==> config.mk <==
export PLATFORM = sky130hd
export DESIGN_NAME = bti_div_cell
export DESIGN_NICKNAME = d
export VERILOG_FILES = /design/src/sv/bti_pkg.sv /design/src/sv/bti_div_cell.sv
export SDC_FILE = /design/constraint.sdc
export NUM_CORES = 1
export LEC_CHECK = 0
export CORE_AREA = 3 3 320 322
export DETAILED_ROUTE_END_ITERATION = 10
export DIE_AREA = 0 0 323 325
export DONT_BUFFER_PORTS = 1
export PLACE_DENSITY = 0.44
export SLEW_MARGIN = 20
export SYNTH_ARGS = -nofsm -noshare
export SYNTH_HDL_FRONTEND = slang
export SYNTH_SLANG_ARGS = --single-unit
==> constraint.sdc <==
create_clock -name clk -period 0.9 [get_ports clk]
set_clock_uncertainty 0.2 [all_clocks]
set_input_delay 0 -clock clk [delete_from_list [all_inputs] [get_ports clk]]
set_output_delay 0 -clock clk [all_outputs]
set_load 0.01 [all_outputs]
==> src/sv/bti_pkg.sv <==
package bti_pkg;

	localparam int CW    = 24;          // coordinate width
	localparam int VW    = 32;          // vertex value width
	localparam int WW    = 32;          // weight width, Q2.30
	localparam int WFRAC = 30;          // weight fraction bits
	localparam int DW    = CW + 1;      // coordinate difference
	localparam int PW    = 2 * DW;      // cross product term
	localparam int SW    = PW + 1;      // denominator and numerators
	localparam int NW    = SW + 2;      // third numerator
	localparam int MAG_W = NW;          // magnitudes in the divider
	localparam int QW    = WFRAC + 1;   // quotient bits below saturation
	localparam int MW    = WW + VW;     // weight times value
	localparam int AW    = MW + 2;      // sum of three products

	typedef struct packed {
		logic             neg;
		logic             sat;
		logic [MAG_W-1:0] rem;
		logic [QW-1:0]    quo;
	} lane_t;

	typedef struct packed {
		logic             degen;
		logic             in_tri;
		logic [MAG_W-1:0] den;
		lane_t [2:0]      lane;
		logic [2:0][VW-1:0] val;
	} div_t;

endpackage

==> src/sv/bti_div_cell.sv <==
module bti_div_cell (
	input  logic          clk,
	input  logic          arst_n,
	input  logic          vld_in,
	input  bti_pkg::div_t din,
	output logic          vld_out,
	output bti_pkg::div_t dout
);

	bti_pkg::div_t nxt;

	// one restoring quotient bit per lane
	always_comb begin
		logic [bti_pkg::MAG_W:0] t;
		logic                    ge;
		nxt = din;
		for (int k = 0; k < 3; k++) begin
			t  = {din.lane[k].rem, 1'b0};
			ge = t >= {1'b0, din.den};
			nxt.lane[k].rem = ge ? bti_pkg::MAG_W'(t - {1'b0, din.den})
			                     : bti_pkg::MAG_W'(t);
			nxt.lane[k].quo = {din.lane[k].quo[bti_pkg::QW-2:0], ge};
		end
	end

	always_ff @(posedge clk or negedge arst_n) begin
		if (!arst_n) vld_out <= 1'b0;
		else         vld_out <= vld_in;
	end

	always_ff @(posedge clk) begin
		dout <= nxt;
	end

endmodule

==> flow_metrics.env <==
export IMPL_num_vias=20689
export IMPL_fp_dieH_um=325
export IMPL_power_uw=64700
export IMPL_max_freq_mhz=397
export IMPL_drive_above_1_share=0.509
export IMPL_worst_slew_pin_slew_ns=0.524
export IMPL_violations="negative hold slack, negative setup slack"
export IMPL_synth_simple_gate_area_frac=0.125
export IMPL_p_seq_frac=0.369
export IMPL_nets=3917
export IMPL_yosys_area_top_type="dfxtp_1"
export IMPL_seq_area_frac_synth=0.415
export IMPL_async_flop_share=0.00244
export IMPL_peakVddDrop_mv=1.37
export IMPL_hpwl_um=103000
export IMPL_slew_viol_final=0
export IMPL_cts_sinks=410
export IMPL_grt_first_pass_wirelength_um=172000
export IMPL_min_path_type="in2reg"
export IMPL_p_leak_uw=0.0160
export IMPL_fin_ws_ns=-1.62
export IMPL_netlist_area_leader_share=0.414
export IMPL_track_usage=0.234
export IMPL_dpl_cell_area_um2=26900
export IMPL_cts_buffers=50
export IMPL_tritoncts="yes"
export IMPL_synth_edf_count=0
export IMPL_wl_met3_um=9780
export IMPL_clk_path_buf_depth=3
export IMPL_initial_core_util=0.198
export IMPL_drt_iter0_markers=937
export IMPL_gp_congestion=0.899
export IMPL_grt_ovfl_total=0
export IMPL_synth_ff_type="dfxtp_1"
export IMPL_pwr_share_clk=0.332
export IMPL_synth_fa_ha_area_frac=0.104
export IMPL_drt_pass1_iterations=5
export IMPL_ant_nets=0
export IMPL_netlist_instances=2177
export IMPL_drt_total_wl_um=128000
export IMPL_maxCapViolCount=0
export IMPL_grt_antenna_before_repair=8
export IMPL_synth_compound_area_share=0.209
export IMPL_switching_share=0.323
export IMPL_wl_met1_um=47300
export IMPL_die_area_um2=105000
export IMPL_hold_slack_ns=-0.809
export IMPL_clockRootBuffer="clkbuf_16"
export IMPL_core_um2=99900
export IMPL_ys_types=86
export IMPL_fin_crit_sh=2.80
export IMPL_crit_fanout=7
export IMPL_synthToLayoutAreaGrowth_pct=90.5
export IMPL_drc_errors=0
export IMPL_status="complete, but fails checks"
export IMPL_pin_count=822
export IMPL_comb_power_share=0.299
export IMPL_arrival_ns=2.83
export IMPL_portBuffers=0
export IMPL_synth_top_family_by_area="compound AO/OA/AOI/OAI gates"
export IMPL_top_layer="met5"
export IMPL_wl_met2_um=64600
export IMPL_core_rowCount=116
export IMPL_grt_max_degree=19
export IMPL_power_density_nw_per_um2=1720
export IMPL_crit_required_ns=1.21
export IMPL_clk_pin_slew_worst_paths_ns=0.06
export IMPL_synth_area_top_cells="dfxtp_1 (41%), ha_1 (10%), a21oi_1 (6.0%)"
export IMPL_p_int_uw=43800
export IMPL_fillers=9852
export IMPL_final_area_um2=37700
export IMPL_syn_area_per_cell_um2=9.09
export IMPL_cts_htree_levels=2
export IMPL_synth_fp_nets=2751
export IMPL_hold_violations=205
export IMPL_rsz0062_at_grt="true"
export IMPL_ys_seq_elements=410
export IMPL_synthMuxAreaShare=0.0404
export IMPL_via_per_inst=4.41
export IMPL_die_w_um=323
export IMPL_min_period_ns=2.52
export IMPL_synthXorXnorAreaFrac=0.0633
export IMPL_path_class="in2reg"
export IMPL_ys_warn_count=0
export IMPL_endpoint_kind="flop"
export IMPL_max_slew_margin=0.647
export IMPL_wl_per_cell_um=27.3
export IMPL_net_switching_power_uw=20900
export IMPL_crit_path_start_kind="primary input"
export IMPL_syn_area_um2=19800
export IMPL_setup_viol=583
export IMPL_grt_pass1_vias=21803
==> synthesized netlist by cell type, types with 21 or more instances <==
| cell | n |
|---|---|
| a21oi_1 | 239 |
| inv_1 | 108 |
| o21ai_0 | 139 |
| nor3_1 | 31 |
| clkbuf_1 | 52 |
| xor2_1 | 51 |
| nand2_1 | 195 |
| a21o_1 | 65 |
| buf_2 | 21 |
| nand3_1 | 30 |
| o21bai_1 | 44 |
| mux2_2 | 37 |
| a31oi_1 | 27 |
| ha_1 | 159 |
| nand4_1 | 48 |
| xnor2_1 | 92 |
| nor2_1 | 150 |
| dfxtp_1 | 409 |
==> critical path, cell delays in order <==
cell and delay [ns]:
dlygate4sd3_1 0.59, ha_1 0.39, nand2_1 0.14, nor3_4 0.27, nand2_1 0.08, o211ai_1 0.22
a31oi_4 0.07, o41ai_4 0.37, buf_6 0.21, buf_12 0.16, mux2_4 0.30
==> metal layers <==
metal	vias to the layer above	track usage
met5	-	0
met4	2	0.103
met3	149	0.0725
met2	662	0.425
met1	9745	0.245
li1	10131	-
==> cell families after synthesis <==
| kind of cell | count (synthesis) |
|---|---|
| DFF | 410 |
| and+or+nand+nor | 541 |
| xor gates and xnor gates | 143 |
| buffers and inverters | 200 |
| muxes | 65 |
| adders and majority gates | 162 |
| AOI/OAI and AO/OA | 656 |
==> worst paths after layout <==
check / end / cells past startpoint / startpoint
max in group asynchronous: vld_out / 2 / arst_n
hold / removal: dout[372] / 0 / din[372]
setup / recovery: dout[137] / 11 / din[170]
min in group asynchronous: vld_out / 2 / arst_n
==> final cells by class <==
class                   instances  area [um2]  share of cell area
inverters                     110         551              0.0146
clock inverters                26         299             0.00793
clock buffers                  66        1430              0.0380
repair inverters                1        8.76            0.000232
flip-flops and latches        410        9180               0.243
diodes                         12        30.0            0.000797
repair buffers               1203       11400               0.301
multi-input cells            1567       13200               0.351
well taps                    1298        1620              0.0431
==> power by group through the flow <==
stage / combinational, uW / sequential [uW] / clock [uW]
4_1_cts: 18400 / 24000 / 22300
6_report: 19300 / 23900 / 21500
2_1_floorplan: 7850 / 22400 / 0
5_1_grt: 20800 / 24000 / 22900
3_3_place_gp: 14500 / 24000 / 0
3_5_place_dp: 14500 / 23900 / 0
==> state kept, by name (all words and copies together), names as in the netlist <==
register / count
vld_out: 1
dout: 409
==> cell usage in the layout, fill, tap and decap left out, types with 70 or more instances in the layout <==
master	count
a21oi_1	181
buf_4	656
dfxtp_2	228
dfxtp_4	181
dlygate4sd3_1	425
ha_1	99
inv_1	79
nand2_1	139
nor2_1	108
o21ai_0	70
xnor2_1	90
==> timing repair <==
action,in CTS,in global routing
endpoints found under the hold margin,411,209
hold buffers,415,13
gates cloned,20,4
resized for setup,971,244
pin swaps,93,70
endpoints found under the setup margin,572,576
setup buffers,59,25
==> through the flow <==
stage	util	hold slack, ns	setup TNS (ns)	std cells	setup WS, ns
floorplan	-	-0.496	-298.69	2177	-2.03
global placement	0.270	-0.494	-368.26	4077	-2.52
detailed placement	0.270	-0.494	-368.58	4077	-2.52
CTS	0.366	-0.872	-372.40	4658	-1.51
global route	0.377	-0.861	-391.30	4690	-1.64
finish	0.377	-0.809	-361.47	4693	-1.62
(Power assumes the default switching activity.)
